**config.mk**
```make
export PLATFORM = sky130hd
export DESIGN_NAME = trace_record_varint_encoder_core
export DESIGN_NICKNAME = d
export VERILOG_FILES = /design/src/trv_pkg.sv /design/src/trv_front.sv /design/src/trv_queue.sv /design/src/trv_back.sv /design/src/trace_record_varint_encoder_core.sv
export SDC_FILE = /design/constraint.sdc
export NUM_CORES = 1
export LEC_CHECK = 0
export ABC_AREA = 0
export BUFFER_PORTS_ARGS = -buffer_cell sky130_fd_sc_hd__buf_2
export CAP_MARGIN = 0
export CORE_MARGIN = 1
export CORE_UTILIZATION = 35
export CTS_BUF_LIST = sky130_fd_sc_hd__clkbuf_4 sky130_fd_sc_hd__clkbuf_8
export CTS_CLUSTER_SIZE = 14
export DETAILED_ROUTE_END_ITERATION = 10
export PLACE_DENSITY = 0.53
export SLEW_MARGIN = 30
export SYNTH_ARGS = -nofsm -noshare
export SYNTH_HDL_FRONTEND = slang
export SYNTH_SLANG_ARGS = --single-unit
```
**constraint.sdc**
```tcl
create_clock -name clk -period 25.9 [get_ports clk]
set_input_delay 3.885 -clock clk [delete_from_list [all_inputs] [get_ports clk]]
set_output_delay 3.885 -clock clk [all_outputs]
set_load 0.01 [all_outputs]
```
**src/trv_pkg.sv**
```systemverilog
// ----------------------------------------------------------------------------
// trv_pkg
// Shared types and constants for the trace record varint encoder.
// ----------------------------------------------------------------------------
package trv_pkg;

  localparam int QUEUE_DEPTH = 2;
  localparam int QPTR_W      = 1;

  localparam logic [6:0] GROUP_MASK = 7'h7F;
  localparam int         GROUP_BITS = 7;

  // Field order of one encoded record
  localparam logic [2:0] FLD_KIND   = 3'd0;
  localparam logic [2:0] FLD_SOURCE = 3'd1;
  localparam logic [2:0] FLD_DELTA  = 3'd2;
  localparam logic [2:0] FLD_LOOP   = 3'd3;
  localparam logic [2:0] FLD_LOCAL  = 3'd4;
  localparam logic [2:0] FLD_GEN    = 3'd5;
  localparam logic [2:0] FLD_DETAIL = 3'd6;

  typedef struct packed {
    logic [7:0]  event_kind;
    logic [7:0]  event_source;
    logic [63:0] delta;
    logic [15:0] loop_id;
    logic [31:0] proc_id;
    logic [15:0] generation;
    logic [63:0] detail_word;
  } record_t;

  typedef struct packed {
    logic full;
    logic empty;
  } queue_status_t;

endpackage

```
**src/trv_front.sv**
```systemverilog
// ----------------------------------------------------------------------------
// trv_front
// Accepts trace records, forms the timestamp delta and queues the record.
// ----------------------------------------------------------------------------
module trv_front (
  input  logic                  clk,
  input  logic                  rst,
  input  logic                  push,
  input  logic                  first_record,
  input  logic [7:0]            event_kind,
  input  logic [7:0]            event_source,
  input  logic [63:0]           timestamp_ns,
  input  logic [15:0]           loop_id,
  input  logic [31:0]           proc_id,
  input  logic [15:0]           generation,
  input  logic [63:0]           detail_word,
  input  trv_pkg::queue_status_t q_status,
  output logic                  q_push,
  output trv_pkg::record_t      q_entry
);

  logic [63:0] previous_timestamp;
  logic [64:0] diff;

  assign q_push = push && !q_status.full;
  assign diff   = {1'b0, timestamp_ns} - {1'b0, previous_timestamp};

  always_comb begin
    q_entry.event_kind   = event_kind;
    q_entry.event_source = event_source;
    q_entry.loop_id      = loop_id;
    q_entry.proc_id      = proc_id;
    q_entry.generation   = generation;
    q_entry.detail_word  = detail_word;
    // clamp on first record or backward time
    if (first_record || diff[64]) begin
      q_entry.delta = 64'd0;
    end else begin
      q_entry.delta = diff[63:0];
    end
  end

  always_ff @(posedge clk) begin
    if (rst) begin
      previous_timestamp <= 64'd0;
    end else if (q_push) begin
      previous_timestamp <= timestamp_ns;
    end
  end

endmodule

```
**src/trv_queue.sv**
```systemverilog
// ----------------------------------------------------------------------------
// trv_queue
// Short record queue between the front and the byte serializer.
// ----------------------------------------------------------------------------
module trv_queue (
  input  logic                   clk,
  input  logic                   rst,
  input  logic                   wr_en,
  input  trv_pkg::record_t       wr_data,
  input  logic                   rd_en,
  output trv_pkg::record_t       head,
  output trv_pkg::queue_status_t status
);

  trv_pkg::record_t                mem [trv_pkg::QUEUE_DEPTH];
  logic [trv_pkg::QPTR_W-1:0]      wr_ptr;
  logic [trv_pkg::QPTR_W-1:0]      rd_ptr;
  logic [trv_pkg::QPTR_W:0]        count;
  logic                            do_wr;
  logic                            do_rd;

  assign status.full  = (count == (trv_pkg::QPTR_W+1)'(trv_pkg::QUEUE_DEPTH));
  assign status.empty = (count == '0);
  assign do_wr        = wr_en && !status.full;
  assign do_rd        = rd_en && !status.empty;
  assign head         = mem[rd_ptr];

  always_ff @(posedge clk) begin
    if (do_wr) begin
      mem[wr_ptr] <= wr_data;
    end
  end

  always_ff @(posedge clk) begin
    if (rst) begin
      wr_ptr <= '0;
      rd_ptr <= '0;
      count  <= '0;
    end else begin
      if (do_wr) begin
        wr_ptr <= wr_ptr + 1'b1;
      end
      if (do_rd) begin
        rd_ptr <= rd_ptr + 1'b1;
      end
      if (do_wr && !do_rd) begin
        count <= count + 1'b1;
      end else if (do_rd && !do_wr) begin
        count <= count - 1'b1;
      end
    end
  end

endmodule

```
**src/trv_back.sv**
```systemverilog
// ----------------------------------------------------------------------------
// trv_back
// Serializes the head record into bytes, one per cycle unless output is held.
// ----------------------------------------------------------------------------
module trv_back (
  input  logic                   clk,
  input  logic                   rst,
  input  trv_pkg::record_t       head,
  input  trv_pkg::queue_status_t q_status,
  output logic                   q_pop,
  input  logic                   pop,
  output logic                   empty,
  output logic [7:0]             out_byte,
  output logic [0:0]             last_byte
);

  logic        busy;
  logic        busy_next;
  logic [2:0]  field;
  logic [2:0]  field_next;
  logic [63:0] value;
  logic [63:0] value_next;
  logic        out_valid;
  logic        out_valid_next;
  logic [7:0]  out_byte_next;
  logic        last_next;
  logic        emit_ok;
  logic        more;
  logic        field_done;

  function automatic logic [63:0] field_value(trv_pkg::record_t r, logic [2:0] f);
    logic [63:0] v;
    case (f)
      trv_pkg::FLD_KIND:   v = {56'd0, r.event_kind};
      trv_pkg::FLD_SOURCE: v = {56'd0, r.event_source};
      trv_pkg::FLD_DELTA:  v = r.delta;
      trv_pkg::FLD_LOOP:   v = {48'd0, r.loop_id};
      trv_pkg::FLD_LOCAL:  v = {32'd0, r.proc_id};
      trv_pkg::FLD_GEN:    v = {48'd0, r.generation};
      trv_pkg::FLD_DETAIL: v = r.detail_word;
      default:             v = 64'd0;
    endcase
    return v;
  endfunction

  assign empty   = !out_valid;
  assign emit_ok = !out_valid || pop;
  assign more    = |value[63:trv_pkg::GROUP_BITS];

  always_comb begin
    busy_next      = busy;
    field_next     = field;
    value_next     = value;
    out_valid_next = out_valid && !pop;
    out_byte_next  = out_byte;
    last_next      = last_byte[0];
    q_pop          = 1'b0;
    field_done     = 1'b0;
    if (!busy) begin
      if (!q_status.empty) begin
        busy_next  = 1'b1;
        field_next = trv_pkg::FLD_KIND;
        value_next = field_value(head, trv_pkg::FLD_KIND);
      end
    end else if (emit_ok) begin
      out_valid_next = 1'b1;
      last_next      = 1'b0;
      if (field == trv_pkg::FLD_KIND || field == trv_pkg::FLD_SOURCE) begin
        out_byte_next = value[7:0];
        field_done    = 1'b1;
      end else begin
        out_byte_next = {more, value[6:0] & trv_pkg::GROUP_MASK};
        field_done    = !more;
      end
      if (!field_done) begin
        value_next = value >> trv_pkg::GROUP_BITS;
      end else if (field == trv_pkg::FLD_DETAIL) begin
        last_next = 1'b1;
        busy_next = 1'b0;
        q_pop     = 1'b1;
      end else begin
        field_next = field + 3'd1;
        value_next = field_value(head, field + 3'd1);
      end
    end
  end

  always_ff @(posedge clk) begin
    if (rst) begin
      busy      <= 1'b0;
      field     <= trv_pkg::FLD_KIND;
      out_valid <= 1'b0;
    end else begin
      busy      <= busy_next;
      field     <= field_next;
      out_valid <= out_valid_next;
    end
  end

  always_ff @(posedge clk) begin
    value        <= value_next;
    out_byte     <= out_byte_next;
    last_byte[0] <= last_next;
  end

endmodule

```
**src/trace_record_varint_encoder_core.sv**
```systemverilog
// ----------------------------------------------------------------------------
// trace_record_varint_encoder_core
// Encodes trace records into kind, source and LEB128 varint bytes.
// ----------------------------------------------------------------------------
// A record is taken whenever full is low; it yields 7 to 33 bytes, kind and
// source first, then LEB128 varints of the timestamp delta, loop_id,
// proc_id, generation and detail_word, with last_byte set on the final one.
// The serializer emits one byte per cycle unless the output byte is held, and
// loads each record in a step of its own before its first byte; a two-entry
// queue ahead of it takes new records while it works.
module trace_record_varint_encoder_core (
  input  logic        clk,
  input  logic        rst,
  input  logic        push,
  output logic        full,
  input  logic        first_record,
  input  logic [7:0]  event_kind,
  input  logic [7:0]  event_source,
  input  logic [63:0] timestamp_ns,
  input  logic [15:0] loop_id,
  input  logic [31:0] proc_id,
  input  logic [15:0] generation,
  input  logic [63:0] detail_word,
  output logic        empty,
  input  logic        pop,
  output logic [7:0]  out_byte,
  output logic        last_byte
);

  trv_pkg::queue_status_t q_status;
  trv_pkg::record_t       q_entry;
  trv_pkg::record_t       q_head;
  logic                   q_push;
  logic                   q_pop;

  assign full = q_status.full;

  trv_front u_front (
    .clk          (clk),
    .rst          (rst),
    .push         (push),
    .first_record (first_record),
    .event_kind   (event_kind),
    .event_source (event_source),
    .timestamp_ns (timestamp_ns),
    .loop_id      (loop_id),
    .proc_id      (proc_id),
    .generation   (generation),
    .detail_word  (detail_word),
    .q_status     (q_status),
    .q_push       (q_push),
    .q_entry      (q_entry)
  );

  trv_queue u_queue (
    .clk     (clk),
    .rst     (rst),
    .wr_en   (q_push),
    .wr_data (q_entry),
    .rd_en   (q_pop),
    .head    (q_head),
    .status  (q_status)
  );

  trv_back u_back (
    .clk       (clk),
    .rst       (rst),
    .head      (q_head),
    .q_status  (q_status),
    .q_pop     (q_pop),
    .pop       (pop),
    .empty     (empty),
    .out_byte  (out_byte),
    .last_byte (last_byte)
  );

endmodule

```
; ---- Word level (Yosys, flattened, before mapping)
; Memory sizes are Yosys's and may differ from the RTL's. A register that Yosys moved wholly into a read port is not among the register bits.
; Index checks and enable logic that the tools add are counted.
[op_classes]
n_addsub = 6
eq_ne = 14
mux = 33
reduce_logical = 24
[ops]
columns = cell, count
row1 = one-hot mux 64 bit (7 select lines), 1
row2 = 2-to-1 mux 64 bit, 6
row3 = subtractor 64 x 64 -> 65 bit, 1
row4 = OR reduction 57 bit, 1
row5 = 2-to-1 mux 1 bit, 18
row6 = 2-to-1 mux 3 bit, 5
row7 = "equality test 3 bit, second input constant", 4
row8 = 2-to-1 mux 8 bit, 1
row9 = "inequality test 2 bit, second input constant", 4
row10 = zero test 1 bit, 7
row11 = "equality test 3 x 1 -> 1 bit, second input constant", 2
row12 = "equality test 3 x 2 -> 1 bit, second input constant", 2
row13 = logical AND 1 bit, 6
row14 = zero test 3 bit, 2
row15 = 2-to-1 mux 2 bit, 2
row16 = AND reduction 4 bit, 1
row17 = "adder 3 x 1 -> 3 bit, second input constant", 1
row18 = logical OR 1 bit, 3
row19 = "inequality test 3 bit, second input constant", 1
row20 = AND reduction 3 bit, 1
row21 = "adder 1 bit, second input constant", 2
row22 = "adder 2 x 1 -> 2 bit, second input constant", 1
row23 = "equality test 2 bit, second input constant", 1
row24 = zero test 2 bit, 1
row25 = other kinds (3), 3
[totals]
ff_bits = 146
ramBits = 416
out_inout_bits = 11
word_cells = 88
n_memories = 1
[memory_table]
columns = memory, depth, width, rd, rd_clocked_by_memory_dff, wr, line_no
row1 = u_queue.mem, 2, 208, 1, 1, 1, trv_queue.sv:15  ; trv_pkg::record_t mem [trv_pkg::QUEUE_DEPTH];

; ---- Longest topological paths before layout
; Gate-level depths: netlist of run 1.
[logic_depth]
depth_word = 12
mapped_depth = 15
depth_no_buf = 13

; ---- Cells and area by module
; Synthesis of run 1 repeated with hierarchy kept, for this count alone.
[hier_totals]
cells_unflattened = 2421
area_unflattened_um2 = 28547.4
[by_module_without_submodules]
columns = mod, instances, cells_per_inst, area_each_um2
row1 = trv_queue, 1, 672, 15637.5
row2 = trv_front, 1, 1146, 7795.0
row3 = trv_back, 1, 603, 5114.9

; ---- Worst setup path before layout of run 1
; OpenSTA, ideal clock, no wires.
[synth_timing]
path_type = input -> register
from = input port push
to = memory u_queue.mem[0][0] in the netlist's numbering, enable pin
arrival_time_ns = 12.780
required_time_ns = 25.119
slack_ns = 12.339
cell_stages = 3
path_buffers = 1
path_cell_list = nand2_1 -> clkbuf_1 -> nor2_1
[synth_between]
elab_chain_cells = 4
[synth_lines]
columns = element, line_no
row1 = start: declaration, trace_record_varint_encoder_core.sv:14  ; input logic push,
row2 = logical AND 1 bit, trv_front.sv:25  ; assign q_push = push && !q_status.full;
row3 = logical AND 1 bit, trv_queue.sv:24  ; assign do_wr = wr_en && !status.full;
row4 = 2-to-1 mux 1 bit, trv_queue.sv:29  ; if (do_wr) begin
row5 = 2-to-1 mux 1 bit (not written as such), trv_queue.sv:30  ; mem[wr_ptr] <= wr_data;
row6 = end: declaration, trv_queue.sv:15
; No other way between the ends.

==> flow_metrics.py, run 1 <==
metrics = {
    "grt": {
        "grt_pass1_vias": 17500,
        "grt_remaining_overflow": 0,
        "grt_usage_pct": 18.7,
        "grt_pass1_wl_mm": 105,
        "grt_max_degree": 105,
        "antenna_found_initial": 5,
    },
    "flow_run": {
        "maxCapViolCount": 0,
    },
    "synthesis": {
        "synthAdderAreaFrac_pct": 3.55,
        "syn_avg_cell_area_um2": 12.3,
        "synth_xor_xnor_area_share_pct": 2.02,
        "synthMostInstantiatedCell": "edfxtp_1",
        "synth_top_area_share_pct": 57.4,
        "ys_seq_area_share_pct": 63.2,
        "synth_top_family_by_area": "compound AO/OA/AOI/OAI gates",
        "synth_commonest_cells": "edfxtp_1, nand2_1, a21oi_1",
        "yosys_most_used_dff": "edfxtp_1",
        "synth.net_count": 2363,
        "syn-instance-count": 2078,
        "muxShareOfSynthArea_pct": 5.63,
        "ys_types": 66,
        "synth_compound_area_share_pct": 13.0,
        "synth.area.top_cells": "edfxtp_1, dfxtp_1, a21oi_1",
        "yosysWarnings": 0,
        "async_flop_share_pct": 0,
        "netlist_area_um2": 25600,
        "synth_simple_gate_area_share_pct": 9.32,
        "ys_ff_latch": 563,
        "synth-edff-count": 489,
        "synth_top_area_cell": "edfxtp_1",
    },
    "setup_path": {
        "cp.arrival_ns": 7.60,
        "startpoint_type": "input port",
        "reg2reg_depth": 13,
        "crit_path_end_kind": "register",
        "path_max_fanout": 64,
        "required_ns": 26.35,
        "setup.worst_path.class": "in2reg",
    },
    "clocking": {
        "ctsResizeCount": 0,
        "cts.clk_slew.worst_paths_ns": 0.06,
        "cts_setup_buffers": 0,
        "cts_buffers": 95,
        "cts_max_level": 3,
        "cts_sinks": 563,
        "clk_latency_ns": 0.68,
        "cts-root-buf": "clkbuf_8",
        "cts_hold_buf": 0,
        "clock_path_buffers": 3,
        "tritoncts": "done",
    },
    "timing": {
        "finalSetupViolCount": 0,
        "fmax_ghz": 0.140,
        "final-hold-violation-count": 0,
        "maxSlewViolCount": 0,
        "worst_slew_pin_slew_ns": 0.931,
        "skew_ns": 0.0258,
        "period_needed_ns": 7.15,
        "rsz0062_at_grt": "no",
        "period_share_pct": 27.6,
        "timing.slew.headroom_pct": 38.0,
        "fin_ws_ns": 18.75,
        "tns_ns": 0,
        "hold_ws_ns": 0.414,
    },
    "die": {
        "io_pins": 224,
        "core_area_um2": 71900,
        "num_rows": 98,
        "start_util_pct": 35.6,
        "die_h_um": 272,
        "dieWidth_um": 272,
        "die_area_um2": 74200,
    },
    "placed_design": {
        "place_inst": 3145,
        "portBuffers": 223,
        "gp_routability_congestion": 0.818,
        "detailed_place_hpwl_mm": 49.3,
        "pre_cts_slack_ns": 18.04,
    },
    "drt": {
        "drc": 0,
        "wire_per_inst_um": 21.1,
        "dr.pass1.iters": 8,
        "wl_mm": 70.1,
        "num_vias": 17200,
        "antenna_left": 0,
        "viasPerCell": 5.17,
        "drt_iter0_drc": 1263,
    },
    "power": {
        "switchingPower_uw": 640,
        "p_clk_share_pct": 34.2,
        "p_int_uw": 1670,
        "vdd_drop_max_mv": 0.0353,
        "p_sw_share_pct": 27.7,
        "p_per_area_nw_per_um2": 78.2,
        "total_leakage_power_uw": 0.0104,
        "p_seq_share_pct": 50.1,
        "pwr-share-comb_pct": 15.7,
    },
    "hold_path": {
        "min_path_type": "reg2reg",
        "holdPathStages": 0,
    },
    "cells_and_area": {
        "area_delta_synth_final_pct": 15.6,
        "fin_nets": 2577,
        "drive_gt1_share_pct": 19.3,
        "layout.cells.non_filler": 3324,
    },
    "run_status": {
        "status": "finished clean",
    },
}
-- worst paths after layout --
kind	endpoint	start	slack, ns
setup / recovery	u_queue.mem[1][189]	timestamp_ns[0]	18.75
setup reg to reg	u_queue.mem[1][149]	u_front.previous_timestamp[13]	21.79
hold / removal	u_back.out_byte[1]	u_back.value[1]	0.41
hold reg to reg	u_back.out_byte[1]	u_back.value[1]	0.41
-- through the flow --
step | total power [uW] | utilization [%] | cell area, um^2
after global placement | 1540 | 38.4 | 27600
after global routing | 2420 | 41.2 | 29600
after CTS | 2340 | 41.1 | 29600
final | 2310 | 41.2 | 29600
after floorplan | 1410 | - | 25600
after detailed placement | 1540 | 38.5 | 27700
-- registers in the layout, indices dropped and copies added, names as in the netlist, 2 cells and up, named ones only --
signal                      flops
u_back.field                    3
u_back.out_byte                 8
u_back.value                   64
u_front.previous_timestamp     64
u_queue.count                   2
u_queue.mem                   416
-- cells by family (layout without fill, tap and decap cells) --
family                   after synthesis  after routing
other                                  0              2
flip-flops                           563            563
AO/OA/AOI/OAI                        519            519
AND/OR/NAND/NOR                      546            546
XOR/XNOR                              59             59
adder cells (fa/ha/maj)               72             72
buffers and inverters                219            513
multiplexers                         100            100
-- layout by cell type, fill, tap and decap left out, drive strengths merged, types with 7 or more instances in the layout --
cell    count
and3        7
xor2       26
xnor2      33
o221ai      8
o21a        7
nand4      26
a222oi      8
nor4       19
ha         71
o22a        7
a31oi      14
inv        93
nor3       23
o211ai     18
nand2     237
a22o       27
a21o       25
a221oi     18
nand2b      8
mux2i      63
a21oi     184
dfxtp      74
nor2      159
clkbuf    137
o22ai      19
a211oi     14
o21bai     16
and2       10
nand3      36
edfxtp    489
a22oi      25
o21ai      97
clkinv     33
mux4       35
buf       244
-- area by class of cell --
cell class | count | area, um^2
inverter | 92 | 345
tap | 950 | 1190
sequential | 563 | 16200
clock inverter | 40 | 262
timing repair buffer | 244 | 1320
antenna | 2 | 5.00
multi-input combinational | 1296 | 8640
fill | 6900 | 42300
clock buffer | 137 | 1650
-- metal layers --
metal | global-route usage [%] | part of all wire, % | vias to the layer above
li1 | - | - | 8242
met3 | 3.09 | 5.0 | 96
met4 | 6.15 | 2.2 | 2
met5 | 0 | 0.020 | -
met1 | 25.6 | 46 | 8409
met2 | 30.0 | 47 | 430
-- worst max-delay path, cell delays in order --
cell       delay [ns]
buf_2            0.13
inv_1            0.05
ha_1             0.23
fa_1             0.38
and2b_1          0.26
o211ai_1         0.14
a21o_1           0.21
a2111o_1         0.45
a21oi_1          0.29
nor2_1           0.18
a21boi_2         0.19
o211ai_1         0.11
a31o_2           0.25
buf_4            0.36
a2111oi_2        0.42
-- power by group through the flow --
stage	Clock [uW]	Sequential, uW	Combinational, uW
floorplan	0	1180	229
global placement	0	1180	362
detailed placement	0	1180	365
CTS	817	1160	366
global route	852	1170	399
finish	792	1160	363
No activity file was read; power rests on OpenSTA's default activity.
==> run 2: changes to the inputs <==
--- a/config.mk
+++ b/config.mk
@@ -13,7 +13,7 @@
 export CTS_BUF_LIST = sky130_fd_sc_hd__clkbuf_4 sky130_fd_sc_hd__clkbuf_8
 export CTS_CLUSTER_SIZE = 14
 export DETAILED_ROUTE_END_ITERATION = 10
-export PLACE_DENSITY = 0.53
+export PLACE_DENSITY = 0.54
 export SLEW_MARGIN = 30
 export SYNTH_ARGS = -nofsm -noshare
 export SYNTH_HDL_FRONTEND = slang
==> constraint.sdc (replaced) <==
create_clock -name clk -period 6.5 [get_ports clk]
set_input_delay 0.975 -clock clk [delete_from_list [all_inputs] [get_ports clk]]
set_output_delay 0.975 -clock clk [all_outputs]
set_load 0.01 [all_outputs]
==> flow_metrics.py, run 2 (synthesis gave the netlist of run 1 again) <==
metrics = {
    "setup_path": {
        "startpoint_type": "input port",
        "required_ns": 6.87,
        "setup.worst_path.class": "in2reg",
        "r2r-start": "u_front.previous_timestamp[13]",
        "path_common_cell": "nor2_1",
        "crit_start": "timestamp_ns[13]",
        "regToRegSetupSlack_ns": 2.21,
        "r2r-end": "u_queue.mem[0][139]",
        "cpMaxStageDelayCell": "buf_4",
        "crit_path_end_kind": "register",
        "critPathCapture": "u_queue.mem[0][139]",
        "path_max_fanout": 48,
        "crit_chain": "buf_2 -> ha_1 -> a21o_1 -> a31oi_1 -> o22ai_1 -> a2111oi_2 -> a21oi_1 -> nor2_1 -> a21boi_2 -> o211ai_1 -> a31o_2 -> buf_4 -> nor2_1",
        "cp.arrival_ns": 4.71,
        "reg2reg_depth": 13,
        "cp_slowest_stage_delay_ns": 0.62,
    },
    "grt": {
        "grt_remaining_overflow": 0,
        "gr-usage-met1_pct": 25.1,
        "grt_usage_pct": 18.9,
        "antenna_found_initial": 8,
        "grt_max_degree": 126,
        "grt_pass1_vias": 17400,
        "grt_pass1_wl_mm": 106,
        "grt_use_met2_pct": 31.0,
        "grt_busiest_layer": "met2",
        "met3_usage_pct": 3.74,
    },
    "drt": {
        "wire_per_inst_um": 21.3,
        "viasPerCell": 5.17,
        "drt_iter0_drc": 1238,
        "antenna_left": 0,
        "dr.pass1.iters": 8,
        "drc": 0,
        "wl_mm": 70.6,
        "num_vias": 17200,
    },
    "clocking": {
        "cts.clk_slew.worst_paths_ns": 0.06,
        "cts-root-buf": "clkbuf_8",
        "cts_hold_buf": 0,
        "tritoncts": "done",
        "cts_setup_buffers": 0,
        "clock_path_buffers": 3,
        "cts_sinks": 563,
        "ctsResizeCount": 0,
        "cts_buffers": 95,
        "cts_max_level": 3,
        "clk_latency_ns": 0.68,
    },
    "placed_design": {
        "pre_cts_slack_ns": 1.44,
        "gp_routability_congestion": 0.851,
        "place_inst": 3145,
        "detailed_place_hpwl_mm": 49.9,
        "portBuffers": 223,
    },
    "die": {
        "die_area_um2": 74200,
        "core_area_um2": 71900,
        "io_pins": 224,
        "dieWidth_um": 272,
        "num_rows": 98,
        "die_h_um": 272,
        "start_util_pct": 35.6,
    },
    "cells_and_area": {
        "largest_register": "u_queue.mem",
        "drive_gt1_share_pct": 19.5,
        "fin_nets": 2577,
        "layout.cells.non_filler": 3321,
        "area_delta_synth_final_pct": 15.9,
        "largest_registers": "u_queue.mem (416), u_back.value (64), u_front.previous_timestamp (64)",
        "nFillCells": 6852,
        "final_cell_mix": "edfxtp_1, nand2_1, buf_2, a21oi_1, nor2_1",
        "largest_reg_flops": 416,
        "final_common_cell": "edfxtp_1",
    },
    "power": {
        "p_sw_share_pct": 27.2,
        "pwr-share-comb_pct": 15.4,
        "vdd_drop_max_mv": 0.144,
        "total_leakage_power_uw": 0.0105,
        "p_int_uw": 6790,
        "p_seq_share_pct": 49.6,
        "switchingPower_uw": 2530,
        "p_clk_share_pct": 35.0,
        "p_per_area_nw_per_um2": 314,
    },
    "timing": {
        "tns_ns": 0,
        "period_needed_ns": 4.33,
        "timing.slew.headroom_pct": 37.3,
        "period_share_pct": 66.7,
        "rsz0062_at_grt": "no",
        "finalSetupViolCount": 0,
        "worst_slew_pin_slew_ns": 0.941,
        "hold_ws_ns": 0.419,
        "final-hold-violation-count": 0,
        "fin_ws_ns": 2.17,
        "maxSlewViolCount": 0,
        "skew_ns": 0.0287,
        "fmax_ghz": 0.231,
    },
    "hold_path": {
        "min_path_type": "reg2reg",
    },
    "flow_run": {
        "maxCapViolCount": 0,
    },
    "run_status": {
        "status": "finished clean",
    },
}
## run 2: changes by cell type in the layout (fill, tap and decap cells not counted), sizes merged
cell / before / now
clkinv: 33 / 25
clkbuf: 137 / 141
bufinv: 3 / 5
clkinvlp: 3 / 1
inv: 93 / 94
## run 2: per-stage QoR
stage	area [um^2]	utilization, %	total power (uW)
finish	29600	41.3	9320
global route	29600	41.3	9760
CTS	29600	41.3	9450
detailed placement	27700	38.5	6150
global placement	27600	38.5	6120
floorplan	25600	-	5590
## run 2: critical path, delay by kind of cell
kind	cells	cell delay [ns]
AND/OR/NAND/NOR	2	0.52
AO/OA/AOI/OAI	8	2.06
buffers and inverters	2	0.73
adder cells (fa/ha/maj)	1	0.37
## run 2: metal layers
metal,share of wire [%],up-vias
met5,0.10,-
met4,2.0,12
met3,5.5,94
met2,48,460
met1,45,8374
li1,-,8226
## run 2: worst min path at each step
stage	startpoint	to	slack, ns	depth (start not counted)
finish	u_back.value[2]	u_back.out_byte[2]	0.42	0
global route	u_back.value[6]	u_back.out_byte[6]	0.43	0
CTS	detail_word[21]	u_queue.mem[1][21]	0.41	1
detailed placement	u_back.value[6]	u_back.out_byte[6]	0.41	0
global placement	u_back.value[1]	u_back.out_byte[1]	0.41	0
floorplan	u_back.value[0]	u_back.out_byte[0]	0.40	0
## run 2: cell type report
cell class	count	area (um^2)	share of cell area [%]
diodes	2	5.00	0.0169
clock buffers	141	1700	5.72
clock inverters	33	279	0.941
inverters	92	345	1.16
multi-input cells	1296	8640	29.2
flip-flops and latches	563	16200	54.5
well taps	950	1190	4.01
repair buffers	244	1320	4.45
## run 2: power by group through the flow
stage          clock network (uW)  registers (uW)  logic (uW)
5_1_grt                      3510            4660        1580
4_1_cts                      3370            4620        1450
3_3_place_gp                    0            4680        1440
6_report                     3260            4620        1440
3_5_place_dp                    0            4700        1450
2_1_floorplan                   0            4680         914
==> run 3: changes to the inputs <==
==> constraint.sdc (replaced) <==
create_clock -name clk -period 3.75 [get_ports clk]
set_input_delay 0.5625 -clock clk [delete_from_list [all_inputs] [get_ports clk]]
set_output_delay 0.5625 -clock clk [all_outputs]
set_load 0.01 [all_outputs]
==> flow_metrics.py, run 3 (synthesis gave the netlist of run 1 again) <==
metrics = {
    "run_status": {
        "status": "finished clean",
    },
    "hold_path": {
        "min_path_type": "in2reg",
    },
    "die": {
        "io_pins": 224,
        "start_util_pct": 35.6,
        "core_area_um2": 71900,
        "num_rows": 98,
        "dieWidth_um": 272,
        "die_h_um": 272,
        "die_area_um2": 74200,
    },
    "clocking": {
        "cts_hold_buf": 0,
        "clock_path_buffers": 3,
        "tritoncts": "done",
        "cts_buffers": 94,
        "cts.clk_slew.worst_paths_ns": 0.06,
        "cts_sinks": 563,
        "clk_latency_ns": 0.69,
        "cts_max_level": 3,
        "cts-root-buf": "clkbuf_8",
    },
    "timing": {
        "skew_ns": 0.0484,
        "rsz0062_at_grt": "no",
        "period_needed_ns": 3.53,
        "final-hold-violation-count": 0,
        "period_share_pct": 94.2,
        "worst_slew_pin_slew_ns": 0.891,
        "hold_ws_ns": 0.0627,
        "fmax_ghz": 0.283,
        "timing.slew.headroom_pct": 40.6,
        "maxSlewViolCount": 0,
        "finalSetupViolCount": 0,
        "fin_ws_ns": 0.218,
    },
    "power": {
        "p_per_area_nw_per_um2": 538,
        "vdd_drop_max_mv": 0.254,
        "total_leakage_power_uw": 0.0109,
        "power_uw": 16400,
    },
    "cells_and_area": {
        "largest_reg_flops": 416,
        "post-route-util_pct": 42.4,
        "area_delta_synth_final_pct": 19.1,
        "regArea_um2": 16200,
        "drive_gt1_share_pct": 22.4,
        "multi_input_area_um2": 8680,
        "final_common_cell": "edfxtp_1",
        "largest_registers": "u_queue.mem (416), u_back.value (64), u_front.previous_timestamp (64)",
        "nFillCells": 6792,
        "fin_nets": 2671,
        "final_cell_mix": "edfxtp_1, nand2_1, buf_2, a21oi_1, nor2_1",
        "largest_register": "u_queue.mem",
    },
    "setup_path": {
        "cp_slowest_stage_delay_ns": 0.38,
        "path_max_fanout": 4,
        "cpMaxStageDelayCell": "mux2_2",
        "required_ns": 4.22,
        "cp.arrival_ns": 4.00,
        "critPathTopFamily": "compound AO/OA/AOI/OAI gates",
        "setup.worst_path.class": "reg2reg",
        "startpoint_type": "register",
        "crit_path_end_kind": "register",
        "worst-path-buf-inv": 2,
        "crit_chain": "inv_1 -> ha_1 -> buf_4 -> o211ai_1 -> a21o_1 -> a21oi_1 -> o31a_1 -> o31a_1 -> a21bo_2 -> a211o_1 -> a21oi_1 -> mux2_2 -> a2111oi_4",
    },
    "grt": {
        "antenna_found_initial": 4,
        "grt_remaining_overflow": 0,
        "grt_pass1_vias": 18200,
        "grt_pass1_wl_mm": 109,
        "grt_usage_pct": 19.4,
        "grt_max_degree": 102,
    },
    "drt": {
        "drc": 0,
        "drt_iter0_drc": 1244,
        "viasPerCell": 5.15,
        "antenna_left": 0,
        "wl_mm": 72.5,
        "wire_per_inst_um": 21.3,
        "num_vias": 17600,
        "dr.pass1.iters": 5,
    },
    "placed_design": {
        "pre_cts_slack_ns": -0.266,
        "portBuffers": 223,
        "gp_routability_congestion": 0.857,
        "detailed_place_hpwl_mm": 52.2,
    },
    "flow_run": {
        "maxCapViolCount": 0,
    },
}
-- run 3: changes by cell type in the layout (fill, tap and decap cells not counted), sizes merged --
cell    delta
buf       +95
clkbuf     -9
clkinv     +2
bufinv     +1
-- run 3: area by class of cell --
cell class              count  area share [%]
flip-flops and latches    563            53.0
multi-input cells        1296            28.5
repair buffers            339            7.13
clock buffers             132            5.26
well taps                 950            3.90
inverters                  92            1.13
clock inverters            36            1.04
diodes                      2          0.0164
-- run 3: final timing paths --
path / startpoint / end / slack [ns] / cells after the start
max reg2reg: u_front.previous_timestamp[4] / u_queue.mem[0][185] / 0.22 / 13
min reg2reg: u_back.value[1] / u_back.out_byte[1] / 0.43 / 0
max: u_front.previous_timestamp[4] / u_queue.mem[0][185] / 0.22 / 13
min: event_source[3] / u_queue.mem[0][195] / 0.06 / 1
-- run 3: layer usage --
metal	track usage, %	routed length, um	up-vias	share of wire [%]
met3	3.41	3710	110	5.1
li1	-	-	8427	-
met4	6.61	1740	2	2.4
met2	31.9	34700	464	48
met1	25.9	32400	8547	45
met5	0	13	-	0.018
-- run 3: power by group --
part | internal, uW | switching (uW)
Clock | 3160 | 2440
Sequential | 7730 | 286
Combinational | 991 | 1780
-- run 3: stage by stage --
stage | instance area [um^2] | setup TNS, ns | std cells
floorplan | 25600 | -102.27 | 2078
global placement | 28500 | -17.88 | 3239
detailed placement | 28500 | -21.64 | 3240
CTS | 30500 | 0 | 3408
global route | 30500 | 0 | 3410
finish | 30500 | 0 | 3410
-- run 3: timing repair --
item / 4_1_cts / 5_1_grt
endpoints found under the setup margin: 0 / 34
resized for setup: 0 / 3
setup buffers: 0 / 0
endpoints found under the hold margin: 0 / 0
-- run 3: worst reg2reg max path, delay by kind of cell (launching register included) --
kind	cells	cell delay, ns
muxes	1	0.38
buffers and inverters	2	0.19
adders and majority gates	1	0.29
AOI/OAI and AO/OA	9	2.12
DFF	1	0.33
